### src/hw/rtl/sbsm_pkg.sv
// ----------------------------------------------------------------------------
// sbsm_pkg
// Shared types and constants for the sub-pixel bilinear SAD matcher.
// ----------------------------------------------------------------------------
package sbsm_pkg;

	// Width of a motion vector component in quarter-pel units.
	localparam int VEC_BITS   = 11;
	// Width of the vector cost field.
	localparam int VCOST_BITS = 16;
	// Fractional bits of a vector component that select the bilinear weights.
	localparam int FRAC_BITS  = 2;
	// Weight of a full sample along one axis (the four corner weights sum to 16).
	localparam int WEIGHT_ONE = 4;
	// Rounding offset and shift applied to the weighted sum.
	localparam int ROUND_BIAS = 8;
	localparam int ROUND_SHIFT = 4;

	typedef enum logic [1:0] {
		ST_IDLE,
		ST_INTERP,
		ST_ACCUM,
		ST_UPDATE
	} state_t;

	// Commands from the controller to the datapath.
	typedef struct packed {
		logic load_in;
		logic interp;
		logic accum;
		logic update;
	} cmd_t;

	// Status from the datapath to the controller.
	typedef struct packed {
		logic last;
	} stat_t;

endpackage

### src/hw/rtl/sbsm_pix_if.sv
// ----------------------------------------------------------------------------
// sbsm_pix_if
// Pixel channel: one candidate pixel with its reference corners and vector.
// ----------------------------------------------------------------------------
interface sbsm_pix_if #(
	parameter int PIXEL_BITS = 10
);
	logic                                  valid;
	logic                                  ready;
	logic [PIXEL_BITS-1:0]                 cur_pixel;
	logic [PIXEL_BITS-1:0]                 ref_top_left;
	logic [PIXEL_BITS-1:0]                 ref_top_right;
	logic [PIXEL_BITS-1:0]                 ref_bottom_left;
	logic [PIXEL_BITS-1:0]                 ref_bottom_right;
	logic signed [sbsm_pkg::VEC_BITS-1:0]  vec_x;
	logic signed [sbsm_pkg::VEC_BITS-1:0]  vec_y;
	logic [sbsm_pkg::VCOST_BITS-1:0]       vec_cost;
	logic                                  first_pixel;
	logic                                  last_pixel;
	logic                                  new_block;

	modport source (
		output valid, cur_pixel, ref_top_left, ref_top_right, ref_bottom_left,
			ref_bottom_right, vec_x, vec_y, vec_cost, first_pixel, last_pixel,
			new_block,
		input  ready
	);

	modport sink (
		input  valid, cur_pixel, ref_top_left, ref_top_right, ref_bottom_left,
			ref_bottom_right, vec_x, vec_y, vec_cost, first_pixel, last_pixel,
			new_block,
		output ready
	);
endinterface

### src/hw/rtl/sbsm_res_if.sv
// ----------------------------------------------------------------------------
// sbsm_res_if
// Result channel: candidate total and the best match found so far.
// ----------------------------------------------------------------------------
interface sbsm_res_if #(
	parameter int COST_BITS = 24
);
	logic                                  valid;
	logic                                  ready;
	logic [COST_BITS-1:0]                  cand_total;
	logic                                  improved;
	logic [COST_BITS-1:0]                  best_total_out;
	logic [COST_BITS-1:0]                  best_sad_out;
	logic signed [sbsm_pkg::VEC_BITS-1:0]  best_vec_x;
	logic signed [sbsm_pkg::VEC_BITS-1:0]  best_vec_y;

	modport source (
		output valid, cand_total, improved, best_total_out, best_sad_out,
			best_vec_x, best_vec_y,
		input  ready
	);

	modport sink (
		input  valid, cand_total, improved, best_total_out, best_sad_out,
			best_vec_x, best_vec_y,
		output ready
	);
endinterface

### src/hw/rtl/sbsm_ctrl.sv
// ----------------------------------------------------------------------------
// sbsm_ctrl
// Sequencer: accept, interpolate, accumulate, and compare on the last pixel.
// ----------------------------------------------------------------------------
module sbsm_ctrl (
	input  logic            clk,
	input  logic            arst_n,
	input  logic            in_valid,
	output logic            in_ready,
	output logic            out_valid,
	input  logic            out_ready,
	input  sbsm_pkg::stat_t stat,
	output sbsm_pkg::cmd_t  cmd
);

	sbsm_pkg::state_t state_q;
	sbsm_pkg::state_t state_d;
	logic             out_valid_q;
	logic             out_free;

	// The output register can take a new result when empty or draining now.
	assign out_free  = !out_valid_q || out_ready;
	assign out_valid = out_valid_q;

	always_ff @(posedge clk or negedge arst_n) begin
		if (!arst_n) begin
			state_q     <= sbsm_pkg::ST_IDLE;
			out_valid_q <= 1'b0;
		end else begin
			state_q <= state_d;
			if (cmd.update) begin
				out_valid_q <= 1'b1;
			end else if (out_ready) begin
				out_valid_q <= 1'b0;
			end
		end
	end

	always_comb begin
		state_d     = state_q;
		cmd         = '0;
		in_ready    = 1'b0;
		case (state_q)
			sbsm_pkg::ST_IDLE: begin
				in_ready = 1'b1;
				if (in_valid) begin
					cmd.load_in = 1'b1;
					state_d     = sbsm_pkg::ST_INTERP;
				end
			end
			sbsm_pkg::ST_INTERP: begin
				cmd.interp = 1'b1;
				state_d    = sbsm_pkg::ST_ACCUM;
			end
			sbsm_pkg::ST_ACCUM: begin
				cmd.accum = 1'b1;
				state_d   = stat.last ? sbsm_pkg::ST_UPDATE : sbsm_pkg::ST_IDLE;
			end
			sbsm_pkg::ST_UPDATE: begin
				if (out_free) begin
					cmd.update = 1'b1;
					state_d    = sbsm_pkg::ST_IDLE;
				end
			end
			default: begin
				state_d = sbsm_pkg::ST_IDLE;
			end
		endcase
	end

endmodule

### src/hw/rtl/sbsm_dp.sv
// ----------------------------------------------------------------------------
// sbsm_dp
// Datapath: bilinear interpolation, saturating SAD sum and best-match store.
// ----------------------------------------------------------------------------
module sbsm_dp #(
	parameter int PIXEL_BITS = 10,
	parameter int COST_BITS  = 24
) (
	input  logic                                 clk,
	input  logic                                 arst_n,
	input  sbsm_pkg::cmd_t                       cmd,
	output sbsm_pkg::stat_t                      stat,
	input  logic [PIXEL_BITS-1:0]                cur_pixel,
	input  logic [PIXEL_BITS-1:0]                ref_top_left,
	input  logic [PIXEL_BITS-1:0]                ref_top_right,
	input  logic [PIXEL_BITS-1:0]                ref_bottom_left,
	input  logic [PIXEL_BITS-1:0]                ref_bottom_right,
	input  logic signed [sbsm_pkg::VEC_BITS-1:0] vec_x,
	input  logic signed [sbsm_pkg::VEC_BITS-1:0] vec_y,
	input  logic [sbsm_pkg::VCOST_BITS-1:0]      vec_cost,
	input  logic                                 first_pixel,
	input  logic                                 last_pixel,
	input  logic                                 new_block,
	output logic [COST_BITS-1:0]                 cand_total,
	output logic                                 improved,
	output logic [COST_BITS-1:0]                 best_total_out,
	output logic [COST_BITS-1:0]                 best_sad_out,
	output logic signed [sbsm_pkg::VEC_BITS-1:0] best_vec_x,
	output logic signed [sbsm_pkg::VEC_BITS-1:0] best_vec_y
);

	localparam int ACC_W = PIXEL_BITS + 6;
	localparam int W_W   = 5;
	localparam int WA_W  = 3;

	// Captured transaction.
	logic [PIXEL_BITS-1:0]                cur_q, tl_q, tr_q, bl_q, br_q;
	logic signed [sbsm_pkg::VEC_BITS-1:0] vx_q, vy_q;
	logic [sbsm_pkg::VCOST_BITS-1:0]      vcost_q;
	logic                                 first_q, last_q, newblk_q;

	logic [PIXEL_BITS-1:0]                pred_q;

	// Architectural state.
	logic [COST_BITS-1:0]                 running_sum_q;
	logic [COST_BITS-1:0]                 best_total_q;
	logic [COST_BITS-1:0]                 best_sad_q;
	logic signed [sbsm_pkg::VEC_BITS-1:0] best_x_q, best_y_q;

	// Output register.
	logic [COST_BITS-1:0]                 cand_total_q, best_total_out_q, best_sad_out_q;
	logic                                 improved_q;
	logic signed [sbsm_pkg::VEC_BITS-1:0] best_vec_x_q, best_vec_y_q;

	logic [sbsm_pkg::FRAC_BITS-1:0] rx, ry;
	logic [WA_W-1:0]                wx0, wx1, wy0, wy1;
	logic [W_W-1:0]                 w_tl, w_tr, w_bl, w_br;
	logic [ACC_W-1:0]               acc;
	logic [PIXEL_BITS-1:0]          pred;
	logic [PIXEL_BITS-1:0]          diff;
	logic [COST_BITS-1:0]           vcost_ext;
	logic [COST_BITS-1:0]           base;
	logic [COST_BITS:0]             sum_ext;
	logic [COST_BITS-1:0]           sum_sat;
	logic                           better;
	logic [COST_BITS-1:0]           sad;

	assign stat.last = last_q;

	// Bilinear weights from the fractional vector bits.
	always_comb begin
		rx   = vx_q[sbsm_pkg::FRAC_BITS-1:0];
		ry   = vy_q[sbsm_pkg::FRAC_BITS-1:0];
		wx1  = WA_W'(rx);
		wy1  = WA_W'(ry);
		wx0  = WA_W'(sbsm_pkg::WEIGHT_ONE) - wx1;
		wy0  = WA_W'(sbsm_pkg::WEIGHT_ONE) - wy1;
		w_tl = W_W'(wx0) * W_W'(wy0);
		w_tr = W_W'(wx1) * W_W'(wy0);
		w_bl = W_W'(wx0) * W_W'(wy1);
		w_br = W_W'(wx1) * W_W'(wy1);
		acc  = ACC_W'(w_tl) * ACC_W'(tl_q) + ACC_W'(w_tr) * ACC_W'(tr_q)
			+ ACC_W'(w_bl) * ACC_W'(bl_q) + ACC_W'(w_br) * ACC_W'(br_q)
			+ ACC_W'(sbsm_pkg::ROUND_BIAS);
		pred = acc[sbsm_pkg::ROUND_SHIFT +: PIXEL_BITS];
	end

	// Absolute difference and saturating accumulation.
	always_comb begin
		diff      = (cur_q >= pred_q) ? (cur_q - pred_q) : (pred_q - cur_q);
		vcost_ext = COST_BITS'(vcost_q);
		base      = first_q ? vcost_ext : running_sum_q;
		sum_ext   = {1'b0, base} + (COST_BITS + 1)'(diff);
		sum_sat   = sum_ext[COST_BITS] ? {COST_BITS{1'b1}} : sum_ext[COST_BITS-1:0];
	end

	// Best-match compare on the finished candidate total.
	always_comb begin
		better = running_sum_q < best_total_q;
		sad    = (running_sum_q >= vcost_ext) ? (running_sum_q - vcost_ext) : '0;
	end

	always_ff @(posedge clk) begin
		if (cmd.load_in) begin
			cur_q    <= cur_pixel;
			tl_q     <= ref_top_left;
			tr_q     <= ref_top_right;
			bl_q     <= ref_bottom_left;
			br_q     <= ref_bottom_right;
			vx_q     <= vec_x;
			vy_q     <= vec_y;
			vcost_q  <= vec_cost;
			first_q  <= first_pixel;
			newblk_q <= new_block;
		end
		if (cmd.interp) begin
			pred_q <= pred;
		end
		if (cmd.update) begin
			cand_total_q     <= running_sum_q;
			improved_q       <= better;
			best_total_out_q <= better ? running_sum_q : best_total_q;
			best_sad_out_q   <= better ? sad : best_sad_q;
			best_vec_x_q     <= better ? vx_q : best_x_q;
			best_vec_y_q     <= better ? vy_q : best_y_q;
		end
	end

	always_ff @(posedge clk or negedge arst_n) begin
		if (!arst_n) begin
			last_q        <= 1'b0;
			running_sum_q <= '0;
			best_total_q  <= '1;
			best_sad_q    <= '0;
			best_x_q      <= '0;
			best_y_q      <= '0;
		end else begin
			if (cmd.load_in) begin
				last_q <= last_pixel;
			end
			if (cmd.accum) begin
				running_sum_q <= sum_sat;
				if (first_q && newblk_q) begin
					best_total_q <= '1;
				end
			end
			if (cmd.update && better) begin
				best_total_q <= running_sum_q;
				best_sad_q   <= sad;
				best_x_q     <= vx_q;
				best_y_q     <= vy_q;
			end
		end
	end

	assign cand_total     = cand_total_q;
	assign improved       = improved_q;
	assign best_total_out = best_total_out_q;
	assign best_sad_out   = best_sad_out_q;
	assign best_vec_x     = best_vec_x_q;
	assign best_vec_y     = best_vec_y_q;

endmodule

### src/hw/rtl/subpel_bilinear_sad_match_top.sv
// ----------------------------------------------------------------------------
// subpel_bilinear_sad_match_top
// Scores motion-vector candidates with a sub-pixel bilinear SAD.
// ----------------------------------------------------------------------------
// Each transaction on the pixel channel carries one pixel of a candidate block:
// the current sample, four up-converted reference samples around it, the
// candidate vector in quarter-pel units and its vector cost. The two low bits of
// each vector component weight the four corners bilinearly, and the weighted
// sum is rounded with plus eight and a shift by four. The absolute difference
// to the current sample is added to a running sum that starts at the vector
// cost on a first pixel and saturates at the top of the cost range. A last
// pixel produces one result transaction with the candidate total and the best
// match so far; a total strictly below the stored best replaces the best total,
// SAD and vector, and a new-block flag on a first pixel clears the best total
// to maximum. The sequencer steps through capture, interpolation,
// accumulation and, on a last pixel, the best-match compare, one step a cycle,
// and accepts the next pixel only after the last of these steps. The result
// sits in an output register, so the block takes new pixels while a result
// waits; only a following last pixel waits at its compare step until that
// register has been taken.
// ----------------------------------------------------------------------------
module subpel_bilinear_sad_match_top #(
	parameter int PIXEL_BITS = 10,
	parameter int COST_BITS  = 24
) (
	input  logic       clk,
	input  logic       arst_n,
	sbsm_pix_if.sink   pixel,
	sbsm_res_if.source result
);

	sbsm_pkg::cmd_t  cmd;
	sbsm_pkg::stat_t stat;

	// The sequencer owns the handshakes and the output valid flag.
	sbsm_ctrl u_ctrl (
		.clk       (clk),
		.arst_n    (arst_n),
		.in_valid  (pixel.valid),
		.in_ready  (pixel.ready),
		.out_valid (result.valid),
		.out_ready (result.ready),
		.stat      (stat),
		.cmd       (cmd)
	);

	// The datapath holds the captured pixel, the running sum and the best match.
	sbsm_dp #(
		.PIXEL_BITS (PIXEL_BITS),
		.COST_BITS  (COST_BITS)
	) u_dp (
		.clk              (clk),
		.arst_n           (arst_n),
		.cmd              (cmd),
		.stat             (stat),
		.cur_pixel        (pixel.cur_pixel),
		.ref_top_left     (pixel.ref_top_left),
		.ref_top_right    (pixel.ref_top_right),
		.ref_bottom_left  (pixel.ref_bottom_left),
		.ref_bottom_right (pixel.ref_bottom_right),
		.vec_x            (pixel.vec_x),
		.vec_y            (pixel.vec_y),
		.vec_cost         (pixel.vec_cost),
		.first_pixel      (pixel.first_pixel),
		.last_pixel       (pixel.last_pixel),
		.new_block        (pixel.new_block),
		.cand_total       (result.cand_total),
		.improved         (result.improved),
		.best_total_out   (result.best_total_out),
		.best_sad_out     (result.best_sad_out),
		.best_vec_x       (result.best_vec_x),
		.best_vec_y       (result.best_vec_y)
	);

	// A new result may only be written when the output register is free.
	a_update_free: assert property (@(posedge clk) disable iff (!arst_n)
		cmd.update |-> (!result.valid || result.ready))
		else $error("result overwritten while still pending");

	// The output valid flag only rises right after a compare step.
	a_valid_rise: assert property (@(posedge clk) disable iff (!arst_n)
		$rose(result.valid) |-> $past(cmd.update))
		else $error("result presented without a compare step");

	// An improved candidate becomes the best total.
	a_improved_best: assert property (@(posedge clk) disable iff (!arst_n)
		(result.valid && result.improved) |-> (result.cand_total == result.best_total_out))
		else $error("improved candidate not taken as best");

	// The best total never exceeds the candidate just scored.
	a_best_le_cand: assert property (@(posedge clk) disable iff (!arst_n)
		result.valid |-> (result.best_total_out <= result.cand_total))
		else $error("best total above candidate total");

endmodule
### src/flat_wrapper.sv
// flat-port wrapper written by rule: the top's interface ports become plain ports
module subpel_bilinear_sad_match_top_flat 
#(
	parameter int PIXEL_BITS = 10,
	parameter int COST_BITS  = 24
)
  (clk, arst_n, pixel_valid, pixel_cur_pixel, pixel_ref_top_left, pixel_ref_top_right, pixel_ref_bottom_left, pixel_ref_bottom_right, pixel_vec_x, pixel_vec_y, pixel_vec_cost, pixel_first_pixel, pixel_last_pixel, pixel_new_block, pixel_ready, result_valid, result_cand_total, result_improved, result_best_total_out, result_best_sad_out, result_best_vec_x, result_best_vec_y, result_ready);
  sbsm_pix_if #(.PIXEL_BITS(PIXEL_BITS)) pixel_i ();
  sbsm_res_if #(.COST_BITS(COST_BITS)) result_i ();
  input  logic clk;
  input  logic arst_n;
  input wire logic [$bits(pixel_i.valid)-1:0] pixel_valid;
  input wire logic [$bits(pixel_i.cur_pixel)-1:0] pixel_cur_pixel;
  input wire logic [$bits(pixel_i.ref_top_left)-1:0] pixel_ref_top_left;
  input wire logic [$bits(pixel_i.ref_top_right)-1:0] pixel_ref_top_right;
  input wire logic [$bits(pixel_i.ref_bottom_left)-1:0] pixel_ref_bottom_left;
  input wire logic [$bits(pixel_i.ref_bottom_right)-1:0] pixel_ref_bottom_right;
  input wire logic [$bits(pixel_i.vec_x)-1:0] pixel_vec_x;
  input wire logic [$bits(pixel_i.vec_y)-1:0] pixel_vec_y;
  input wire logic [$bits(pixel_i.vec_cost)-1:0] pixel_vec_cost;
  input wire logic [$bits(pixel_i.first_pixel)-1:0] pixel_first_pixel;
  input wire logic [$bits(pixel_i.last_pixel)-1:0] pixel_last_pixel;
  input wire logic [$bits(pixel_i.new_block)-1:0] pixel_new_block;
  output wire logic [$bits(pixel_i.ready)-1:0] pixel_ready;
  output wire logic [$bits(result_i.valid)-1:0] result_valid;
  output wire logic [$bits(result_i.cand_total)-1:0] result_cand_total;
  output wire logic [$bits(result_i.improved)-1:0] result_improved;
  output wire logic [$bits(result_i.best_total_out)-1:0] result_best_total_out;
  output wire logic [$bits(result_i.best_sad_out)-1:0] result_best_sad_out;
  output wire logic [$bits(result_i.best_vec_x)-1:0] result_best_vec_x;
  output wire logic [$bits(result_i.best_vec_y)-1:0] result_best_vec_y;
  input wire logic [$bits(result_i.ready)-1:0] result_ready;
  assign pixel_i.valid = pixel_valid;
  assign pixel_i.cur_pixel = pixel_cur_pixel;
  assign pixel_i.ref_top_left = pixel_ref_top_left;
  assign pixel_i.ref_top_right = pixel_ref_top_right;
  assign pixel_i.ref_bottom_left = pixel_ref_bottom_left;
  assign pixel_i.ref_bottom_right = pixel_ref_bottom_right;
  assign pixel_i.vec_x = pixel_vec_x;
  assign pixel_i.vec_y = pixel_vec_y;
  assign pixel_i.vec_cost = pixel_vec_cost;
  assign pixel_i.first_pixel = pixel_first_pixel;
  assign pixel_i.last_pixel = pixel_last_pixel;
  assign pixel_i.new_block = pixel_new_block;
  assign pixel_ready = pixel_i.ready;
  assign result_valid = result_i.valid;
  assign result_cand_total = result_i.cand_total;
  assign result_improved = result_i.improved;
  assign result_best_total_out = result_i.best_total_out;
  assign result_best_sad_out = result_i.best_sad_out;
  assign result_best_vec_x = result_i.best_vec_x;
  assign result_best_vec_y = result_i.best_vec_y;
  assign result_i.ready = result_ready;
  subpel_bilinear_sad_match_top #(.PIXEL_BITS(PIXEL_BITS), .COST_BITS(COST_BITS)) u_core (.clk(clk), .arst_n(arst_n), .pixel(pixel_i), .result(result_i));
endmodule
### config.mk
export PLATFORM = sky130hd
export DESIGN_NAME = subpel_bilinear_sad_match_top_flat
export DESIGN_NICKNAME = d
export VERILOG_FILES = /design/src/hw/rtl/sbsm_pkg.sv /design/src/hw/rtl/sbsm_pix_if.sv /design/src/hw/rtl/sbsm_res_if.sv /design/src/hw/rtl/sbsm_ctrl.sv /design/src/hw/rtl/sbsm_dp.sv /design/src/hw/rtl/subpel_bilinear_sad_match_top.sv /design/src/flat_wrapper.sv
export SDC_FILE = /design/constraint.sdc
export NUM_CORES = 1
export LEC_CHECK = 0
export BUFFER_PORTS_ARGS = -buffer_cell sky130_fd_sc_hd__buf_2
export CORE_MARGIN = 2
export CORE_UTILIZATION = 60
export CTS_BUF_LIST = sky130_fd_sc_hd__clkbuf_16
export DETAILED_ROUTE_END_ITERATION = 8
export GPL_ROUTABILITY_DRIVEN = 1
export PLACE_DENSITY_LB_ADDON = 0.05
export REMOVE_ABC_BUFFERS = 1
export SYNTH_ARGS = -nofsm -noshare
export SYNTH_HDL_FRONTEND = slang
export SYNTH_SLANG_ARGS = --single-unit
export TNS_END_PERCENT = 10
### constraint.sdc
create_clock -name clk -period 9.7 [get_ports clk]
set_input_delay 0.97 -clock clk [delete_from_list [all_inputs] [get_ports clk]]
set_output_delay 0.97 -clock clk [all_outputs]
set_load 0.1 [all_outputs]
==> results of run 1 <==
[sequential cells by signal, summed over array words and instances, names as in the netlist, 11 cells and up]
signal	count
u_core.u_dp.vy_q	11
u_core.u_dp.best_sad_out	24
u_core.u_dp.cand_total	24
u_core.u_dp.best_vec_x	11
u_core.u_dp.vx_q	11
u_core.u_dp.best_vec_y	11
u_core.u_dp.vcost_q	16
u_core.u_dp.running_sum_q	24
u_core.u_dp.best_x_q	11
u_core.u_dp.best_y_q	11
u_core.u_dp.best_sad_q	24
u_core.u_dp.best_total_out	24
u_core.u_dp.best_total_q	24
[final cells by class]
cell class,instances,area [sq um]
clock buffer,32,801
clock inverter,26,209
fill,2662,10700
inverter,332,1250
multi-input combinational,1148,10700
sequential,293,8340
tap,448,561
timing repair buffer,203,1050
[cell usage in the layout (no fill, tap or decap), types with 12 or more instances in the layout]
master	Yosys	routed
a21o_1	17	17
a21oi_1	47	47
and2_1	94	94
and3_1	24	24
buf_2	18	190
buf_4	0	13
clkbuf_16	0	32
dfrtp_1	74	74
dfstp_2	24	24
edfxtp_1	195	195
fa_1	165	165
ha_1	122	122
inv_1	331	340
mux2_2	76	76
mux2i_1	85	85
nand2_1	141	141
nand2b_1	14	14
nand3_1	16	16
nor2_1	74	74
nor2b_1	12	12
nor3_1	17	17
o21ai_0	50	49
xnor2_1	41	41
[per-stage QoR]
step | hold WS, ns | std cells | setup WS [ns] | cell area (sq um) | utilization
6_report | 0.362 | 2482 | 1.01 | 22900 | 0.682
5_1_grt | 0.391 | 2482 | 0.561 | 22900 | 0.682
4_1_cts | 0.366 | 2482 | 1.04 | 22900 | 0.682
3_5_place_dp | 0.486 | 2424 | 1.05 | 21900 | 0.652
3_3_place_gp | 0.482 | 2424 | 1.27 | 21900 | 0.652
2_1_floorplan | 0.456 | 1773 | 1.08 | 20200 | -
[logic make-up (layout without fill, tap and decap cells)]
| kind of cell | after synthesis | count (layout) | share of synthesized area |
|---|---|---|---|
| compound gates | 216 | 216 | 0.0725 |
| flops | 293 | 293 | 0.408 |
| xor+xnor | 52 | 52 | 0.0223 |
| buf+inv | 382 | 593 | 0.0719 |
| mux | 162 | 162 | 0.0842 |
| fa+ha+maj | 287 | 287 | 0.236 |
| simple gates | 431 | 431 | 0.105 |
[Yosys cell counts (all sizes together) (8+ instances only)]
cell      n
and2     96
nor2b    12
mux2i    85
nand2b   14
a31oi    11
fa      165
a21o     17
dfrtp    74
or3       8
o21ai    56
xor2     11
mux2     77
dfstp    24
ha      122
inv     331
o21a      8
a31o      9
xnor2    41
buf      23
nand4     9
clkbuf   27
nor3     20
and3     24
edfxtp  195
a21oi    51
a22oi    11
nor2     74
nand3    16
nand2   141
[worst max-delay path, delay by kind of cell (launching register included)]
family	cells	cell delay (ns)
DFF	1	0.80
xor gates and xnor gates	3	0.91
buffers and inverters	7	0.43
and+or+nand+nor	3	0.36
AOI/OAI and AO/OA	4	1.04
adders and majority gates	11	4.89
[worst paths after layout]
kind | start | endpoint | slack (ns) | depth (start not counted)
worst max register to register | u_core.u_dp.vx_q[0] | u_core.u_dp.pred_q[9] | 1.01 | 28
worst max-delay path | u_core.u_dp.vx_q[0] | u_core.u_dp.pred_q[9] | 1.01 | 28
max in group asynchronous | arst_n | u_core.u_dp.best_y_q[1] | 8.06 | 2
min in group clk | u_core.u_dp.vx_q[4] | u_core.u_dp.best_x_q[4] | 0.50 | 1
worst min register to register | u_core.u_dp.vx_q[4] | u_core.u_dp.best_x_q[4] | 0.50 | 1
worst min-delay path | arst_n | u_core.u_dp.best_sad_q[0] | 0.36 | 1
[routing by layer]
layer	track usage	vias to the layer above	part of all wire
met2	0.452	343	0.50
met3	0.0274	91	0.041
met1	0.331	6684	0.42
met5	0	-	0
li1	-	6427	-
met4	0.0916	0	0.038
==> reports/summary.txt, run 1 <==
Final wirelength: 43.8 mm
Grt total ovfl: 0
Placer's final routability congestion estimate: 0.918
Die area: 35,600 sq um
Mapped Cells: 1,823
Crit Path Max Fanout: 23
Initial antenna violation count: 0
DR DRC count: 0
Root buf cell: clkbuf_16
Slowest-stage cell, CP: edfxtp_1
Syn_area_per_cell: 11.2 sq um
Pre-antenna DRT Iters: 6
Period utilisation layout: 0.896
Async SR Flop Fraction: 0.334
Post_cts resized: 0
CTS tree: done
Share of cells above drive strength 1: 0.186
Clock Pin Slew Worst Setup and Hold Paths: 0.06 ns
Hold Fails Final Rpt: 0
Max Freq: 115 MHz
Vias/cell: 5.46
Area Growth Syn to Fin: 11.8%
Final HPWL DP: 33.5 mm
Vias in the first global route: 14.2k
All-layer global routing usage: 0.257
Chip height: 189 um
Cell variety after synth: 78
DR iter-0 viols: 562
Largest cells by area after synthesis: edfxtp_1, fa_1, dfrtp_1
Ys Warns: 0
Max Cap Viol: 0
Worst Path Required: 10.03 ns
Most frequent CP cell: fa_1
# setup viols final: 0
Count of flip-flops with a built-in enable after synthesis: 195
Row cnt: 67
Nets: 2,391
WL per Instance: 17.7 um
Primary FF master, synth: edfxtp_1
Setup crit end kind: flip-flop
IO Count: 192
Type of origin of the critical path: flip-flop
CP Data Arrival Time: 9.03 ns
Yosys top cell area share: 0.286
Final setup skew: 0.0141 ns
Core Region: 33,500 sq um
Sequential area share after synthesis: 0.408
Final setup TNS: 0 ns
Status: completed
Critical path class: reg -> reg
Final ANT Viol Nets: 0
I/O Buffers: 191
Synthesized area: 20,500 sq um
ANT cells: 0
FF+latch count, synth: 293
Final max-slew violation count: 0
Shortest period the worst path allows: 8.69 ns
Yosys top cell by area: edfxtp_1
DR vias: 13.5k
Hold Path Class: in -> async
RSZ-0062 raised after global routing: false
Die Wd: 189 um
Clock buffer depth: 3
Post-CTS setup buffers: 0
Hold_buf cts: 0
H-tree depth: 1
Relative slew slack: 0.171
Worst slew pin tran: 1.24 ns
Slowest stage delay, CP: 0.80 ns
Largest net degree at the start of global routing: 63
First-pass GRT wire length: 72.3 mm
TritonCTS Buffers: 31
Initial Util: 0.610
Worst skew pair latency: 0.59 ns
Clock sinks: 293
Power of run 1 is not shown: default switching activity piles up to over one toggle a cycle in this logic, so the estimate is an artifact.
==> inputs of run 2 (changes only) <==
CELL_PAD_IN_SITES_DETAIL_PLACEMENT = 0   (was default)
CELL_PAD_IN_SITES_GLOBAL_PLACEMENT = 1   (was default)
CORE_UTILIZATION = 49   (was 60)
PLACE_DENSITY = 0.84   (was default)
PLACE_DENSITY_LB_ADDON = default   (was 0.05)
==> run 2 against run 1 <==
Against the previous run: setup slack improved by 0.26 ns; wire length rose by 6.6%; sequential share of layout area fell by 0.41 points; maximum frequency rose by 3.0%; critical path type unchanged.
==> reports/summary.txt, run 2 (synthesized netlist as in run 1, its figures left out) <==
Vias/cell: 5.31
Worst skew pair latency: 0.54 ns
Top sig layer: met5
Post_cts resized: 0
Relative slew slack: 0.240
Clock sinks: 293
Max Freq: 118 MHz
Final Cell Area: 23,100 sq um
Clock Pin Slew Worst Setup and Hold Paths: 0.07 ns
All-layer global routing usage: 0.221
First-pass GRT wire length: 75.9 mm
CP Data Arrival Time: 8.72 ns
Worst Path Required: 9.98 ns
ANT cells: 0
Hold_buf cts: 0
Final setup TNS: 0 ns
H-tree depth: 2
Share of cells above drive strength 1: 0.191
Initial antenna violation count: 1
Die Wd: 208 um
DR iter-0 viols: 688
Hold Path Class: in -> async
Die area: 43,400 sq um
Hold Fails Final Rpt: 0
Vias in the first global route: 14.3k
Final HPWL DP: 35.6 mm
Nets: 2,398
Placer's final routability congestion estimate: 0.928
Met3 wire len: 2.32 mm
Crit Path Max Fanout: 23
Final setup skew: 0.0127 ns
Shortest period the worst path allows: 8.44 ns
Worst slew pin tran: 1.14 ns
Grt total ovfl: 0
I/O Buffers: 191
Root buf cell: clkbuf_16
Chip height: 208 um
Commonest non-fill, non-tap cell in the layout: inv_1
# setup viols final: 0
Critical path class: reg -> reg
Final max-slew violation count: 0
Largest net degree at the start of global routing: 59
IO Count: 192
Setup crit end kind: flip-flop
Commonest non-fill, non-tap cells in the layout: inv_1, edfxtp_1, buf_2
Row cnt: 74
DR vias: 13.7k
Core Region: 41,000 sq um
Type of origin of the critical path: flip-flop
RSZ-0062 raised after global routing: false
WL met1: 19.7 mm
CTS tree: done
DR DRC count: 0
Final wirelength: 46.7 mm
Area after DPL: 22,000 sq um
Post-CTS setup buffers: 0
Initial Util: 0.499
Flop2flop setup slack: 1.26 ns
Max Cap Viol: 0
Status: completed
Final ANT Viol Nets: 0
TritonCTS Buffers: 34
Period utilisation layout: 0.870
WL per Instance: 18.2 um
Slowest stage delay, CP: 0.69 ns
Pre-antenna DRT Iters: 5
Clock buffer depth: 3
Routed wl met2: 23.3 mm
Slowest-stage cell, CP: xnor2_1
Area Growth Syn to Fin: 13.1%
-- run 2: changes by cell type in the layout (fill, tap and decap cells not counted), sizes merged --
cell	delta
clkinv	+2
buf	+4
bufinv	+1
inv	-2
clkbuf	+3
-- run 2: through the flow --
step	instances	utilization	setup slack [ns]	hold WS [ns]
after floorplan	1773	-	1.08	0.456
after global placement	2512	0.536	1.40	0.483
after detailed placement	2512	0.536	1.25	0.492
after CTS	2574	0.564	1.23	0.419
after global routing	2574	0.564	0.781	0.463
final	2574	0.564	1.26	0.428
-- run 2: routing by layer --
layer | global-route usage | vias up
met1 | 0.284 | 6753
met5 | 0 | -
met2 | 0.385 | 381
met4 | 0.0729 | 2
li1 | - | 6437
met3 | 0.0334 | 84
-- run 2: area by class of cell --
| cell class | count | area, sq um |
|---|---|---|
| Clock buffer | 35 | 876 |
| Clock inverter | 27 | 259 |
| Fill cell | 3538 | 17900 |
| Inverter | 332 | 1250 |
| Multi-Input combinational cell | 1148 | 10700 |
| Sequential cell | 293 | 8340 |
| Tap cell | 532 | 666 |
| Timing Repair Buffer | 207 | 1080 |
-- run 2: path summary, 6_finish.rpt --
path / cells after the start / endpoint / from
max reg2reg: 30 / u_core.u_dp.pred_q[9] / u_core.u_dp.vy_q[0]
min in group clk: 1 / u_core.u_dp.best_x_q[10] / u_core.u_dp.best_x_q[10]
min: 1 / u_core.u_dp.running_sum_q[0] / arst_n
max in group asynchronous: 2 / u_core.u_dp.running_sum_q[4] / arst_n
max: 30 / u_core.u_dp.pred_q[9] / u_core.u_dp.vy_q[0]
min reg2reg: 1 / u_core.u_dp.best_x_q[10] / u_core.u_dp.best_x_q[10]
-- run 2: critical path: cells and delay by family, from the launching register on --
kind / cells / cell delay, ns
fa+ha+maj: 11 / 4.65
compound gates: 4 / 1.04
xor+xnor: 3 / 0.95
buf+inv: 9 / 0.66
simple gates: 3 / 0.48
flops: 1 / 0.37
Power of run 2 is left out for the same reason.
